## src/dtts_pkg.sv

```systemverilog
// shared types and constants for the dual timer / tod / serial adapter
// no dependencies
package dtts_pkg;

    typedef enum logic [2:0] {
        CMD_WRITE = 3'd0,
        CMD_READ  = 3'd1,
        CMD_TICK  = 3'd2,
        CMD_TOD   = 3'd3,
        CMD_SP    = 3'd4,
        CMD_CNT   = 3'd5,
        CMD_FLAG  = 3'd6,
        CMD_NONE  = 3'd7
    } t_cmd;

    localparam logic [3:0] REG_PRA  = 4'h0;
    localparam logic [3:0] REG_PRB  = 4'h1;
    localparam logic [3:0] REG_DDRA = 4'h2;
    localparam logic [3:0] REG_DDRB = 4'h3;
    localparam logic [3:0] REG_TALO = 4'h4;
    localparam logic [3:0] REG_TAHI = 4'h5;
    localparam logic [3:0] REG_TBLO = 4'h6;
    localparam logic [3:0] REG_TBHI = 4'h7;
    localparam logic [3:0] REG_TOD0 = 4'h8;
    localparam logic [3:0] REG_TOD1 = 4'h9;
    localparam logic [3:0] REG_TOD2 = 4'hA;
    localparam logic [3:0] REG_TOD3 = 4'hB;
    localparam logic [3:0] REG_SDR  = 4'hC;
    localparam logic [3:0] REG_ICR  = 4'hD;
    localparam logic [3:0] REG_CRA  = 4'hE;
    localparam logic [3:0] REG_CRB  = 4'hF;

    // controller to datapath
    typedef struct packed {
        logic load;    // capture item, do single-step work
        logic clk_en;  // one system clock step
        logic finish;  // latch result
    } t_ctl;

    // datapath to controller
    typedef struct packed {
        logic is_tick;
    } t_sts;

endpackage

```

## src/dtts_datapath.sv

```systemverilog
// register file, timers, tod and serial port of the adapter
// depends on dtts_pkg
module dtts_datapath #(
    parameter int MAX_CLOCKS_PER_TICK = 64
) (
    input  logic             i_clk,
    input  logic             i_rst_n,
    input  dtts_pkg::t_ctl   i_ctl,
    output dtts_pkg::t_sts   o_sts,
    output logic             o_last,
    output logic             o_zero,
    input  logic [2:0]       i_cmd,
    input  logic [3:0]       i_reg_addr,
    input  logic [7:0]       i_write_data,
    input  logic [6:0]       i_clock_count,
    input  logic             i_pin_level,
    output logic [7:0]       o_read_data,
    output logic             o_irq_out,
    output logic             o_sp_drive,
    output logic             o_cnt_drive,
    output logic             o_timer_a_wrapped,
    output logic             o_timer_b_wrapped
);
    localparam int CW = $clog2(MAX_CLOCKS_PER_TICK + 1) > 7 ?
                        $clog2(MAX_CLOCKS_PER_TICK + 1) : 7;
    localparam logic [CW-1:0] MAXC = CW'(MAX_CLOCKS_PER_TICK);

    logic [7:0]  r_pra, r_prb, r_ddra, r_ddrb, r_flags, r_cra, r_crb, r_sdr, r_sr;
    logic [6:0]  r_mask;
    logic [15:0] r_rla, r_cnta, r_rlb, r_cntb;
    logic        r_runa, r_runb, r_wa, r_wb;
    logic [7:0]  r_tod [4];
    logic [7:0]  r_alm [4];
    logic [7:0]  r_snap [4];
    logic [2:0]  r_pre;
    logic        r_halt, r_held, r_spend, r_sact;
    logic [3:0]  r_bits;
    logic        r_spin, r_cntin, r_flagin, r_spout, r_cntout;
    logic [CW-1:0] r_left;
    logic [7:0]  r_rd;

    logic [7:0]  n_pra, n_prb, n_ddra, n_ddrb, n_flags, n_cra, n_crb, n_sdr, n_sr;
    logic [6:0]  n_mask;
    logic [15:0] n_rla, n_cnta, n_rlb, n_cntb;
    logic        n_runa, n_runb, n_wa, n_wb;
    logic [7:0]  n_tod [4];
    logic [7:0]  n_alm [4];
    logic [7:0]  n_snap [4];
    logic [2:0]  n_pre;
    logic        n_halt, n_held, n_spend, n_sact;
    logic [3:0]  n_bits;
    logic        n_spin, n_cntin, n_flagin, n_spout, n_cntout;
    logic [CW-1:0] n_left;
    logic [7:0]  n_rd;

    // bcd digit step with wrap flag
    function automatic logic [8:0] bcd_step(input logic [7:0] v, input logic [7:0] lim);
        logic [4:0] lo;
        logic [7:0] hi;
        logic [7:0] r;
        lo = {1'b0, v[3:0]} + 5'd1;
        hi = {v[7:4], 4'h0};
        if (lo == 5'd10) begin
            lo = 5'd0;
            hi = hi + 8'h10;
        end
        r = hi | {3'b0, lo};
        if (r > lim) bcd_step = {1'b1, 8'h00};
        else bcd_step = {1'b0, r};
    endfunction

    always_comb begin
        logic ua, tb, ub, rising, chg, alarm_chk, c0, c1, c2;
        logic [8:0] s0, s1, s2;
        logic [7:0] v, hr, pm;
        logic [CW-1:0] cc;
        n_pra = r_pra; n_prb = r_prb; n_ddra = r_ddra; n_ddrb = r_ddrb;
        n_flags = r_flags; n_cra = r_cra; n_crb = r_crb; n_sdr = r_sdr; n_sr = r_sr;
        n_mask = r_mask; n_rla = r_rla; n_cnta = r_cnta; n_rlb = r_rlb; n_cntb = r_cntb;
        n_runa = r_runa; n_runb = r_runb; n_wa = r_wa; n_wb = r_wb;
        n_tod = r_tod; n_alm = r_alm; n_snap = r_snap;
        n_pre = r_pre; n_halt = r_halt; n_held = r_held; n_spend = r_spend;
        n_sact = r_sact; n_bits = r_bits; n_spin = r_spin; n_cntin = r_cntin;
        n_flagin = r_flagin; n_spout = r_spout; n_cntout = r_cntout;
        n_left = r_left; n_rd = r_rd;
        ua = 1'b0; tb = 1'b0; ub = 1'b0; rising = 1'b0; chg = 1'b0;
        alarm_chk = 1'b0; c0 = 1'b0; c1 = 1'b0; c2 = 1'b0;
        s0 = '0; s1 = '0; s2 = '0; v = i_write_data; hr = '0; pm = '0;
        cc = CW'(i_clock_count);

        if (i_ctl.load) begin
            n_rd = 8'h00;
            unique case (dtts_pkg::t_cmd'(i_cmd))
                dtts_pkg::CMD_WRITE: begin
                    unique case (i_reg_addr)
                        dtts_pkg::REG_PRA:  n_pra = v;
                        dtts_pkg::REG_PRB:  n_prb = v;
                        dtts_pkg::REG_DDRA: n_ddra = v;
                        dtts_pkg::REG_DDRB: n_ddrb = v;
                        dtts_pkg::REG_TALO: n_rla = {r_rla[15:8], v};
                        dtts_pkg::REG_TAHI: begin
                            n_rla = {v, r_rla[7:0]};
                            if (!r_runa) n_cnta = {v, r_rla[7:0]};
                        end
                        dtts_pkg::REG_TBLO: n_rlb = {r_rlb[15:8], v};
                        dtts_pkg::REG_TBHI: begin
                            n_rlb = {v, r_rlb[7:0]};
                            if (!r_runb) n_cntb = {v, r_rlb[7:0]};
                        end
                        dtts_pkg::REG_TOD0, dtts_pkg::REG_TOD1,
                        dtts_pkg::REG_TOD2, dtts_pkg::REG_TOD3: begin
                            if (i_reg_addr[1:0] == 2'd0) v = v & 8'h0F;
                            else if (i_reg_addr[1:0] == 2'd3) begin
                                v = v & 8'h9F;
                                if (!r_crb[7] && v[4:0] == 5'h12) v = v ^ 8'h80;
                            end else v = v & 8'h7F;
                            if (r_crb[7]) n_alm[i_reg_addr[1:0]] = v;
                            else begin
                                if (i_reg_addr[1:0] == 2'd3) n_halt = 1'b1;
                                n_tod[i_reg_addr[1:0]] = v;
                                if (i_reg_addr[1:0] == 2'd0) begin
                                    n_pre = 3'd0;
                                    n_halt = 1'b0;
                                end
                            end
                            alarm_chk = 1'b1;
                        end
                        dtts_pkg::REG_SDR: begin
                            n_sdr = v;
                            if (r_cra[6]) n_spend = 1'b1;
                        end
                        dtts_pkg::REG_ICR: begin
                            if (v[7]) n_mask = r_mask | v[6:0];
                            else n_mask = r_mask & ~v[6:0];
                        end
                        dtts_pkg::REG_CRA: begin
                            chg = r_cra[6] ^ v[6];
                            n_cra = v & 8'hEF;
                            if (v[4]) n_cnta = r_rla;
                            n_runa = v[0];
                            if (chg) begin
                                n_sact = 1'b0; n_spend = 1'b0; n_bits = 4'd0;
                                n_sr = 8'h00; n_spout = 1'b1; n_cntout = 1'b1;
                            end
                        end
                        default: begin
                            n_crb = v & 8'hEF;
                            if (v[4]) n_cntb = r_rlb;
                            n_runb = v[0];
                        end
                    endcase
                end
                dtts_pkg::CMD_READ: begin
                    unique case (i_reg_addr)
                        dtts_pkg::REG_PRA:  n_rd = r_pra;
                        dtts_pkg::REG_PRB:  n_rd = r_prb;
                        dtts_pkg::REG_DDRA: n_rd = r_ddra;
                        dtts_pkg::REG_DDRB: n_rd = r_ddrb;
                        dtts_pkg::REG_TALO: n_rd = r_cnta[7:0];
                        dtts_pkg::REG_TAHI: n_rd = r_cnta[15:8];
                        dtts_pkg::REG_TBLO: n_rd = r_cntb[7:0];
                        dtts_pkg::REG_TBHI: n_rd = r_cntb[15:8];
                        dtts_pkg::REG_TOD0, dtts_pkg::REG_TOD1,
                        dtts_pkg::REG_TOD2, dtts_pkg::REG_TOD3: begin
                            if (i_reg_addr[1:0] == 2'd3 && !r_held) begin
                                n_snap = r_tod;
                                n_held = 1'b1;
                                n_rd = r_tod[3];
                            end else if (r_held) n_rd = r_snap[i_reg_addr[1:0]];
                            else n_rd = r_tod[i_reg_addr[1:0]];
                            if (i_reg_addr[1:0] == 2'd0) n_held = 1'b0;
                        end
                        dtts_pkg::REG_SDR: n_rd = r_sdr;
                        dtts_pkg::REG_ICR: begin
                            n_rd = r_flags;
                            n_flags = 8'h00; n_wa = 1'b0; n_wb = 1'b0;
                        end
                        dtts_pkg::REG_CRA: n_rd = r_cra;
                        default: n_rd = r_crb;
                    endcase
                end
                dtts_pkg::CMD_TICK: begin
                    n_wa = 1'b0; n_wb = 1'b0;
                    n_left = (cc > MAXC) ? MAXC : cc;
                end
                dtts_pkg::CMD_TOD: begin
                    if (!r_halt) begin
                        n_pre = r_pre + 3'd1;
                        if (n_pre >= (r_cra[7] ? 3'd5 : 3'd6)) begin
                            n_pre = 3'd0;
                            s0 = bcd_step(r_tod[0], 8'h09);
                            n_tod[0] = s0[7:0];
                            c0 = s0[8];
                            if (c0) begin
                                s1 = bcd_step(r_tod[1], 8'h59);
                                n_tod[1] = s1[7:0];
                                c1 = s1[8];
                            end
                            if (c1) begin
                                s2 = bcd_step(r_tod[2], 8'h59);
                                n_tod[2] = s2[7:0];
                                c2 = s2[8];
                            end
                            if (c2) begin
                                pm = r_tod[3] & 8'h80;
                                hr = r_tod[3] & 8'h1F;
                                if (hr == 8'h11) begin
                                    hr = 8'h12; pm = pm ^ 8'h80;
                                end else if (hr == 8'h12 || hr == 8'h00) hr = 8'h01;
                                else if (hr == 8'h09) hr = 8'h10;
                                else hr = hr + 8'h01;
                                n_tod[3] = pm | hr;
                            end
                            alarm_chk = 1'b1;
                        end
                    end
                end
                dtts_pkg::CMD_SP: n_spin = i_pin_level;
                dtts_pkg::CMD_CNT: begin
                    rising = !r_cntin && i_pin_level;
                    n_cntin = i_pin_level;
                    if (rising) begin
                        if (r_cra[5] && r_runa) begin
                            if (r_cnta == 16'd1) begin
                                ua = 1'b1; n_cnta = r_rla;
                                if (r_cra[3]) begin
                                    n_runa = 1'b0; n_cra[0] = 1'b0;
                                end
                            end else n_cnta = r_cnta - 16'd1;
                        end
                        if (ua) begin
                            n_wa = 1'b1; n_flags[0] = 1'b1;
                        end
                        unique case (r_crb[6:5])
                            2'b01:   tb = 1'b1;
                            2'b10,
                            2'b11:   tb = ua;
                            default: tb = 1'b0;
                        endcase
                        if (tb && r_runb) begin
                            if (r_cntb == 16'd1) begin
                                n_cntb = r_rlb; n_wb = 1'b1; n_flags[1] = 1'b1;
                                if (r_crb[3]) begin
                                    n_runb = 1'b0; n_crb[0] = 1'b0;
                                end
                            end else n_cntb = r_cntb - 16'd1;
                        end
                        if (!r_cra[6]) begin
                            n_sr = {r_sr[6:0], r_spin};
                            n_bits = r_bits + 4'd1;
                            if (n_bits >= 4'd8) begin
                                n_sdr = n_sr; n_bits = 4'd0; n_sr = 8'h00;
                                n_flags[3] = 1'b1;
                            end
                        end
                    end
                end
                dtts_pkg::CMD_FLAG: begin
                    if (r_flagin && !i_pin_level) n_flags[4] = 1'b1;
                    n_flagin = i_pin_level;
                end
                default: ;
            endcase
            if (alarm_chk && n_tod[0] == n_alm[0] && n_tod[1] == n_alm[1] &&
                n_tod[2] == n_alm[2] && n_tod[3] == n_alm[3]) n_flags[2] = 1'b1;
        end

        // one system clock of a tick
        if (i_ctl.clk_en) begin
            n_left = r_left - CW'(1);
            if (!r_cra[5] && r_runa) begin
                if (r_cnta == 16'd1) begin
                    ua = 1'b1; n_cnta = r_rla;
                    if (r_cra[3]) begin
                        n_runa = 1'b0; n_cra[0] = 1'b0;
                    end
                end else n_cnta = r_cnta - 16'd1;
            end
            if (ua) begin
                n_wa = 1'b1; n_flags[0] = 1'b1;
                if (r_cra[6]) begin
                    if (!r_sact) begin
                        if (r_spend) begin
                            n_sr = r_sdr; n_bits = 4'd8; n_spend = 1'b0;
                            n_sact = 1'b1; n_cntout = 1'b0; n_spout = r_sdr[7];
                        end
                    end else begin
                        n_cntout = !r_cntout;
                        if (!n_cntout) n_spout = r_sr[7];
                        else begin
                            n_bits = r_bits - 4'd1;
                            n_sr = {r_sr[6:0], 1'b0};
                            if (n_bits == 4'd0) begin
                                n_sact = 1'b0; n_flags[3] = 1'b1;
                            end
                        end
                    end
                end
            end
            unique case (r_crb[6:5])
                2'b00:   ub = 1'b1;
                2'b10:   ub = ua;
                2'b11:   ub = r_cntin ? ua : 1'b0;
                default: ub = 1'b0;
            endcase
            if (ub && r_runb) begin
                if (r_cntb == 16'd1) begin
                    n_cntb = r_rlb; n_wb = 1'b1; n_flags[1] = 1'b1;
                    if (r_crb[3]) begin
                        n_runb = 1'b0; n_crb[0] = 1'b0;
                    end
                end else n_cntb = r_cntb - 16'd1;
            end
        end

        // interrupt line bit
        n_flags[7] = |(n_flags[6:0] & n_mask);
    end

    // state registers
    always_ff @(posedge i_clk) begin
        if (!i_rst_n) begin
            r_pra <= 8'hFF; r_prb <= 8'hFF; r_ddra <= '0; r_ddrb <= '0;
            r_flags <= '0; r_mask <= '0; r_cra <= '0; r_crb <= '0;
            r_rla <= '0; r_cnta <= '0; r_runa <= 1'b0;
            r_rlb <= '0; r_cntb <= '0; r_runb <= 1'b0;
            r_wa <= 1'b0; r_wb <= 1'b0;
            r_tod <= '{8'h00, 8'h00, 8'h00, 8'h01};
            r_alm <= '{default: 8'h00}; r_snap <= '{default: 8'h00};
            r_pre <= '0; r_halt <= 1'b1; r_held <= 1'b0;
            r_sdr <= '0; r_sr <= '0; r_bits <= '0; r_spend <= 1'b0; r_sact <= 1'b0;
            r_spin <= 1'b1; r_cntin <= 1'b1; r_flagin <= 1'b1;
            r_spout <= 1'b1; r_cntout <= 1'b1;
            r_left <= '0; r_rd <= '0;
        end else begin
            r_pra <= n_pra; r_prb <= n_prb; r_ddra <= n_ddra; r_ddrb <= n_ddrb;
            r_flags <= n_flags; r_mask <= n_mask; r_cra <= n_cra; r_crb <= n_crb;
            r_rla <= n_rla; r_cnta <= n_cnta; r_runa <= n_runa;
            r_rlb <= n_rlb; r_cntb <= n_cntb; r_runb <= n_runb;
            r_wa <= n_wa; r_wb <= n_wb;
            r_tod <= n_tod; r_alm <= n_alm; r_snap <= n_snap;
            r_pre <= n_pre; r_halt <= n_halt; r_held <= n_held;
            r_sdr <= n_sdr; r_sr <= n_sr; r_bits <= n_bits; r_spend <= n_spend;
            r_sact <= n_sact; r_spin <= n_spin; r_cntin <= n_cntin;
            r_flagin <= n_flagin; r_spout <= n_spout; r_cntout <= n_cntout;
            r_left <= n_left; r_rd <= n_rd;
        end
    end

    // result register
    always_ff @(posedge i_clk) begin
        if (i_ctl.finish) begin
            o_read_data       <= r_rd;
            o_irq_out         <= r_flags[7];
            o_sp_drive        <= r_spout;
            o_cnt_drive       <= r_cntout;
            o_timer_a_wrapped <= r_wa;
            o_timer_b_wrapped <= r_wb;
        end
    end

    assign o_sts.is_tick = (i_cmd == dtts_pkg::CMD_TICK);
    assign o_last = (r_left == CW'(0)) || (r_left == CW'(1));
    assign o_zero = (r_left == CW'(0));
endmodule

```

## src/dtts_ctrl.sv

```systemverilog
// sequencer: accepts an item, steps tick clocks, presents the result
// depends on dtts_pkg
module dtts_ctrl (
    input  logic           i_clk,
    input  logic           i_rst_n,
    input  logic           i_valid,
    output logic           o_stall,
    output logic           o_valid,
    input  logic           i_stall,
    input  dtts_pkg::t_sts i_sts,
    input  logic           i_last,
    input  logic           i_zero,
    output dtts_pkg::t_ctl o_ctl
);
    typedef enum logic [2:0] {
        S_IDLE = 3'b001,
        S_RUN  = 3'b010,
        S_DONE = 3'b100
    } t_state;

    t_state r_state, n_state;
    logic   r_ovalid, n_ovalid;
    logic   take;

    // output slot frees when taken
    always_comb begin
        logic free;
        free = !r_ovalid || !i_stall;
        o_ctl = '0;
        n_state = r_state;
        n_ovalid = r_ovalid && i_stall;
        take = 1'b0;
        unique case (r_state)
            S_IDLE: begin
                take = i_valid;
                if (i_valid) begin
                    o_ctl.load = 1'b1;
                    n_state = i_sts.is_tick ? S_RUN : S_DONE;
                end
            end
            S_RUN: begin
                if (i_zero) n_state = S_DONE;
                else begin
                    o_ctl.clk_en = 1'b1;
                    if (i_last) n_state = S_DONE;
                end
            end
            default: begin
                if (free) begin
                    o_ctl.finish = 1'b1;
                    n_ovalid = 1'b1;
                    n_state = S_IDLE;
                end
            end
        endcase
    end

    assign o_stall = !take;
    assign o_valid = r_ovalid;

    always_ff @(posedge i_clk) begin
        if (!i_rst_n) begin
            r_state  <= S_IDLE;
            r_ovalid <= 1'b0;
        end else begin
            r_state  <= n_state;
            r_ovalid <= n_ovalid;
        end
    end
endmodule

```

## src/dual_timer_tod_serial_io.sv

```systemverilog
// Interface adapter with two down timers, BCD time-of-day clock and serial port.
// One input channel (i_valid / o_stall) carries a command item: bus write,
// bus read, clock tick, tod pulse or a pin level change. Every item gives
// exactly one result on the output channel (o_valid / i_stall).
// A non-tick item goes from the idle state to the done state; a tick item
// (its clock count saturated to MAX_CLOCKS_PER_TICK) passes through the run state
// first, the timer datapath advancing one system clock per cycle, and a
// tick with a zero count passes through it without stepping. The done state loads
// the result register. One item at a time: no new item is taken until the
// last one has left the done state.
// The result register holds the last result while the receiver stalls; the
// next item is taken in while that result waits, and its own result waits
// for the register to free.
// Reset (i_rst_n low, synchronous) returns all but the result register to power-up
// values: ports 0xFF, timers stopped at zero, tod halted at 1 o'clock, pins high.
// depends on dtts_pkg, dtts_ctrl, dtts_datapath
module dual_timer_tod_serial_io #(
    parameter int MAX_CLOCKS_PER_TICK = 64
) (
    input  logic       i_clk,
    input  logic       i_rst_n,
    input  logic       i_valid,
    output logic       o_stall,
    input  logic [2:0] i_cmd,
    input  logic [3:0] i_reg_addr,
    input  logic [7:0] i_write_data,
    input  logic [6:0] i_clock_count,
    input  logic       i_pin_level,
    output logic       o_valid,
    input  logic       i_stall,
    output logic [7:0] o_read_data,
    output logic       o_irq_out,
    output logic       o_sp_drive,
    output logic       o_cnt_drive,
    output logic       o_timer_a_wrapped,
    output logic       o_timer_b_wrapped
);
    dtts_pkg::t_ctl ctl;
    dtts_pkg::t_sts sts;
    logic           last;
    logic           zero_left;

    dtts_ctrl u_ctrl (
        .i_clk   (i_clk),
        .i_rst_n (i_rst_n),
        .i_valid (i_valid),
        .o_stall (o_stall),
        .o_valid (o_valid),
        .i_stall (i_stall),
        .i_sts   (sts),
        .i_last  (last),
        .i_zero  (zero_left),
        .o_ctl   (ctl)
    );

    // zero-clock tick skips stepping
    dtts_datapath #(.MAX_CLOCKS_PER_TICK(MAX_CLOCKS_PER_TICK)) u_dp (
        .i_clk             (i_clk),
        .i_rst_n           (i_rst_n),
        .i_ctl             (ctl),
        .o_sts             (sts),
        .o_last            (last),
        .o_zero            (zero_left),
        .i_cmd             (i_cmd),
        .i_reg_addr        (i_reg_addr),
        .i_write_data      (i_write_data),
        .i_clock_count     (i_clock_count),
        .i_pin_level       (i_pin_level),
        .o_read_data       (o_read_data),
        .o_irq_out         (o_irq_out),
        .o_sp_drive        (o_sp_drive),
        .o_cnt_drive       (o_cnt_drive),
        .o_timer_a_wrapped (o_timer_a_wrapped),
        .o_timer_b_wrapped (o_timer_b_wrapped)
    );
endmodule

```

## config.mk

```make
export PLATFORM = sky130hd
export DESIGN_NAME = dual_timer_tod_serial_io
export DESIGN_NICKNAME = d
export VERILOG_FILES = /design/src/dtts_pkg.sv /design/src/dtts_datapath.sv /design/src/dtts_ctrl.sv /design/src/dual_timer_tod_serial_io.sv
export SDC_FILE = /design/constraint.sdc
export NUM_CORES = 1
export LEC_CHECK = 0
export BUFFER_PORTS_ARGS = -buffer_cell sky130_fd_sc_hd__buf_2
export CORE_MARGIN = 10
export CORE_UTILIZATION = 38
export DETAILED_ROUTE_END_ITERATION = 6
export GPL_ROUTABILITY_DRIVEN = 0
export PLACE_DENSITY = 0.61
export SLEW_MARGIN = 20
export SYNTH_ARGS = -nofsm -noshare
export SYNTH_HDL_FRONTEND = slang
export SYNTH_SLANG_ARGS = --single-unit
```

## constraint.sdc

```tcl
create_clock -name i_clk -period 3.8 [get_ports i_clk]
set_input_delay 0 -clock i_clk [delete_from_list [all_inputs] [get_ports i_clk]]
set_output_delay 0 -clock i_clk [all_outputs]
set_load 0.05 [all_outputs]
```

After elaboration in Yosys (flattened, before gate mapping)
Cells that the tools add are included.

operators by class
  add/subtract/negate cells = 13
  $lt $le $gt $ge = 8
  equal/unequal tests = 50
  muxes and demuxes = 334
  bitwise operators = 18
  reductions and logical operators = 66

operators by type and width
  operator                                            count
  two-way mux 8 bit                                   64
  two-way mux 32 bit                                  9
  two-way mux 16 bit                                  16
  one-hot mux 16 bit (2 select lines)                 6
  two-way mux 1 bit                                   154
  one-hot mux 8 bit (12 select lines)                 1
  two-way mux 5 bit                                   17
  two-way mux 7 bit                                   10
  bitwise mux 32 bit                                  2
  one-hot mux 32 bit (2 select lines)                 1
  two-way mux 9 bit                                   7
  two-way mux 4 bit                                   12
  binary-select mux 8 bit (select 2 bit)              2
  == test 16 x 1 -> 1 bit, second input constant      2
  == test 8 bit                                       4
  one-hot mux 8 bit (2 select lines)                  2
  subtractor 16 x 1 -> 16 bit, second input constant  2
  two-way mux 3 bit                                   10
  == test 4 bit, second input constant                7
  adder 8 x 5 -> 8 bit, second input constant         3
  OR 8 x 5 -> 8 bit                                   3
  AND reduction 4 bit                                 6
  AND reduction 3 bit                                 7
  == test 5 x 4 -> 1 bit, second input constant       4
  58 further kinds                                    138

word-level totals
  bits in registers = 289
  output and inout bits = 15

Longest topological paths before layout
  word-level depth = 66
  gate-level depth with buffers = 17
  depth with buffers taken out = 13

By module
From an unflattened synthesis, not the netlist that was laid out.

unflattened totals
  cell total of the unflattened synthesis = 2412
  area, all modules = 18372.6 um2

by module, submodules not included
  module         instances  cells each  area an instance (um2)  sequential area each (um2)
  dtts_datapath  1          2384        18133.6                 5835.6
  dtts_ctrl      1          28          239.0                   80.1

Worst setup path after synthesis
OpenSTA, ideal clock, no wires.

  path type = input to register
  from = input i_reg_addr[0]
  to = register u_dp.r_cntb[3]
  setup time = 0.070 ns
  arrival = 3.323 ns
  required time = 3.730 ns
  setup slack = 0.407 ns
  stages on the path = 13
  buffers on the path = 4
  cell sequence = clkbuf_1 > clkbuf_1 > inv_1 > ha_1 > clkbuf_1 > a2111oi_1 > and3_1 > clkbuf_1 > nor2_1 > nor2_1 > a221o_1 > o21ai_0 > a21oi_1

between the ends
  longest elaborated chain between the ends = 7
  elaborated cells on any way between the ends = 21
  those cells by class = 14 x eq/ne; 5 x mux; 2 x reduce/logical

ends and longest elaborated chain
  item                                            RTL line                        source
  start, declared                                 dual_timer_tod_serial_io.sv:25  input logic [3:0] i_reg_addr,
  == test 4 x 3 -> 1 bit (tied with other cells)  dtts_datapath.sv:95             unique case (i_reg_addr)
  OR reduction 14 bit (no line)                   --
  one-hot mux 16 bit (2 select lines) (*)         dtts_datapath.sv:95
  one-hot mux 16 bit (2 select lines) (*)         dtts_datapath.sv:93             unique case (dtts_pkg::t_cmd'(i_cmd))
  two-way mux 16 bit (*)                          dtts_datapath.sv:91             if (i_ctl.load) begin
  two-way mux 16 bit                              dtts_datapath.sv:306            if (ub && r_runb) begin
  two-way mux 16 bit (*)                          dtts_datapath.sv:269            if (i_ctl.clk_en) begin
  end signal, assigned                            dtts_datapath.sv:339            r_rlb <= n_rlb; r_cntb <= n_cntb; r_runb <= n_runb;
  end, declared                                   dtts_datapath.sv:30             logic [15:0] r_rla, r_cnta, r_rlb, r_cntb;

Mark *: on every way between the ends. The rest lies on a longest branch, timed or not.
A chain may end at the register's enable or synchronous reset.

Worst setup path in the final report
  from = register u_dp.r_tod[25] (netlist name)
  to = register u_dp.r_flags[7]

between the ends
  longest elaborated chain between the ends = 35
  elaborated cells on any way between the ends = 51
  those cells by class = 1 x add/sub; 1 x order compare; 5 x eq/ne; 37 x mux; 2 x bitwise; 5 x reduce/logical

ends and longest elaborated chain
  item                                                    RTL line              source
  start, declared                                         dtts_datapath.sv:32   logic [7:0] r_tod [4];
  start signal, assigned                                  dtts_datapath.sv:328  r_tod <= '{8'h00, 8'h00, 8'h00, 8'h01};
  start signal, assigned                                  dtts_datapath.sv:341  r_tod <= n_tod; r_alm <= n_alm; r_snap <= n_snap;
  adder 4 x 1 -> 5 bit                                    dtts_datapath.sv:61   lo = {1'b0, v[3:0]} + 5'd1;
  == test 5 x 4 -> 1 bit                                  dtts_datapath.sv:63   if (lo == 5'd10) begin
  two-way mux 8 bit or two-way mux 5 bit (tied branches)  dtts_datapath.sv:63
  two-way mux 8 bit or two-way mux 5 bit (tied branches)  dtts_datapath.sv:189  if (n_pre >= (r_cra[7] ? 3'd5 : 3'd6)) begin
  two-way mux 8 bit or two-way mux 5 bit (tied branches)  dtts_datapath.sv:187  if (!r_halt) begin
  two-way mux 8 bit or two-way mux 5 bit (tied branches)  dtts_datapath.sv:93
  two-way mux 8 bit or two-way mux 5 bit (tied branches)  dtts_datapath.sv:91
  OR 8 x 5 -> 8 bit                                       dtts_datapath.sv:67   r = hi | {3'b0, lo};
  [19 not listed]                                         --
  one-hot mux 32 bit (2 select lines) (*)                 dtts_datapath.sv:93
  two-way mux 32 bit (*)                                  dtts_datapath.sv:91
  == test 8 bit                                           dtts_datapath.sv:265  n_tod[2] == n_alm[2] && n_tod[3] == n_alm[3]) n_flags[2] = 1'b1;
  logical AND 1 bit (*)                                   dtts_datapath.sv:265
  two-way mux 1 bit (*)                                   dtts_datapath.sv:264  if (alarm_chk && n_tod[0] == n_alm[0] && n_tod[1] == n_alm[1] &&
  two-way mux 7 bit (*)                                   dtts_datapath.sv:91
  AND 7 bit (*)                                           dtts_datapath.sv:317  n_flags[7] = |(n_flags[6:0] & n_mask);
  OR reduction 7 bit (*)                                  dtts_datapath.sv:317
  end signal, assigned                                    dtts_datapath.sv:337  r_flags <= n_flags; r_mask <= n_mask; r_cra <= n_cra; r_crb <= n_crb;
  end, declared                                           dtts_datapath.sv:28   logic [7:0] r_pra, r_prb, r_ddra, r_ddrb, r_flags, r_cra, r_crb, r_sdr, r_sr;

Mark *: on every way between the ends. The rest lies on a longest branch, timed or not. The select of a mux whose other input is x is not followed.

==> metrics.yaml <==
detailed_routing:
  totalWireLength_mm: 65.2
  drcViolationCount: 7
  antenna_left: 0
  wl_per_cell_um: 21.7
  drt_iter0_drc: 2263
  vias: 18500
  firstDrtPassIters: 7
  vias_per_cell: 6.18
placement:
  port_buffers: 41
  pre_cts_ws_ns: 0.140
  dp_hpwl_mm: 45.6
final_layout:
  fillCellCount: 4641
  area_delta_synth_final_pct: 14.3
  drive_gt1_frac: 0.123
  nNetsFinal: 2427
  fin_util: 0.438
  antenna_cells: 0
synth:
  synth_edf_count: 13
  synthesis.area_mm2: 0.0178
  synth_warnings: 0
  synth_top_area_cell: "dfxtp_1"
  ys_top_cells_by_count: "nand2_1 (408), dfxtp_1 (276), nor2_1 (241)"
  syn_nets: 2409
  ys_top_cells_by_area: "dfxtp_1 (31%), nand2_1 (8.6%), a21oi_1 (6.5%)"
  syn_area_per_cell_um2: 7.57
  netlist_instances: 2352
  async_reset_ff_frac: 0
  synth.top_cell.area_share: 0.310
  synth_seq_cells: 289
  synth.most_common_cell: "nand2_1"
  synth_cell_type_count: 105
  ys_seq_area_frac: 0.332
  ys.flop_type: "dfxtp_1"
clocking:
  clock_tree.root_cell: "clkbuf_16"
  cts_buffer_depth: 3
  cts_max_level: 1
  clk_latency_ns: 0.60
  numCtsBuffers: 31
  cts_tree: "built"
  clk_pin_slew_worst_paths_ns: 0.06
  cts_sinks: 289
worst_setup_path:
  critical_path_class: "reg -> reg"
  arrival_ns: 4.20
  worstPathMaxFanout: 17
  cp-start-kind: "flop"
  crit_path_end_kind: "flop"
  cp.required_ns: 4.32
timing:
  fin_skew_ns: 0.0141
  min_period_ns: 3.67
  tns_ns: 0
  hold_ws_ns: 0.0660
  max_freq_mhz: 272
  timing.final.ws_setup_ns: 0.125
  final_hold_viol_count: 0
  setup-violations-final: 0
  post-route-period-util: 0.967
  slew_headroom: 0.260
  worst_slew_pin_slew_ns: 1.11
  drv_slew: 0
floorplanning:
  dieArea_mm2: 0.0559
  pin_count: 42
  core_mm2: 0.0465
  start_util: 0.383
  die_w_um: 236
  std_cell_rows: 79
  die_y_um: 236
global_route:
  grt_pass1_wl_mm: 102
  antenna_found_initial: 1
  grt_max_degree: 97
  grt_usage: 0.221
  grt_overflow: 0
  grt_pass1_vias: 17500
outcome:
  violations: "DRC"
  status: "finished with violations"
run:
  drv_cap: 0
power:
  p_leak_nw: 7.36
  irDropWorstVdd_v: 0.000410
  powerDensity_mw_per_mm2: 347
  power_mw: 7.06
min_path:
  min_path_type: "in -> reg"
-- layer usage --
layer	share of wire	vias up	wire length, um	track usage
li1	-	8531	-	-
met1	0.43	8862	28100	0.303
met2	0.43	975	28300	0.338
met3	0.095	172	6190	0.0379
met4	0.040	0	2580	0.0919
met5	0	-	0	0
-- cells in the final DEF (no fill, tap or decap), drive strengths merged, types with 39 or more instances in the layout --
cell,instances
o21ai,135
nand2,409
clkbuf,39
buf,163
a21oi,230
nor3,41
dfxtp,276
nand3,91
nor2,242
mux2i,79
-- worst max-delay path, cell delays in order, from the launching register on --
cell and delay (ns):
dfxtp_1 0.44, inv_1 0.10, ha_1 0.24, a21oi_1 0.16, nor3_1 0.06, o41a_1 0.48
a211o_1 0.45, buf_12 0.23, nand3_1 0.10, o2111ai_1 0.18, a2111oi_2 0.36, o2111ai_1 0.17
nor4_1 0.29, o2111ai_1 0.18, o21ai_1 0.15
-- per-stage QoR --
stage / instances / area (um2)
CTS: 2998 / 20200
finish: 3002 / 20400
detailed placement: 2917 / 18900
floorplan: 2352 / 17800
global route: 3002 / 20400
global placement: 2917 / 18900
-- flip-flops by register name, summed over array words and instances (netlist names), 7 cells and up --
signal	flops
u_dp.r_left	7
u_dp.r_rla	16
u_dp.r_ddra	8
u_dp.o_read_data	8
u_dp.r_mask	7
u_dp.r_alm	32
u_dp.r_cnta	16
u_dp.r_flags	8
u_dp.r_prb	8
u_dp.r_rd	8
u_dp.r_rlb	16
u_dp.r_snap	32
u_dp.r_pra	8
u_dp.r_ddrb	8
u_dp.r_tod	32
u_dp.r_crb	7
u_dp.r_cra	7
u_dp.r_cntb	16
u_dp.r_sr	8
u_dp.r_sdr	8
-- area by class of cell --
class,instances,area (um2),area share
clock buffer,39,826,0.0406
sequential,289,5920,0.291
clock inverter,19,218,0.0107
timing repair buffer,186,1380,0.0677
inverter,36,140,0.00688
tap,607,759,0.0373
multi-input combinational,1826,11100,0.546
-- power breakdown --
| group | internal [mW] | switching (mW) | total (mW) |
|---|---|---|---|
| registers | 3.09 | 0.0426 | 3.14 |
| logic | 0.222 | 0.543 | 0.766 |
| clock network | 1.82 | 1.34 | 3.16 |
-- repair_timing --
action,in CTS,in global routing
setup endpoints to repair,0,2
hold endpoints to repair,130,0
resized for setup,0,29
hold buffers,23,0
buffers inserted,0,4
-- cell families after synthesis --
family	Yosys count	synth area share
compound gates	661	0.243
xor+xnor	54	0.0266
mux	102	0.0691
fa+ha+maj	30	0.0211
flops	289	0.332
simple gates	979	0.255
buf+inv	237	0.0532
-- worst paths after layout --
kind / start / endpoint / slack [ns] / depth (start not counted)
setup / recovery: u_dp.r_tod[25]$_SDFFE_PN0P_ / u_dp.r_flags[7]$_SDFF_PN0_ / 0.13 / 14
hold / removal: i_write_data[2] / u_dp.r_alm[2]$_SDFFE_PN0P_ / 0.07 / 4
setup reg to reg: u_dp.r_tod[25]$_SDFFE_PN0P_ / u_dp.r_flags[7]$_SDFF_PN0_ / 0.13 / 14
hold reg to reg: u_dp.r_rd[5]$_SDFFE_PN0P_ / u_dp.o_read_data[5]$_DFFE_PP_ / 0.44 / 0
(Power assumes the default switching activity.)
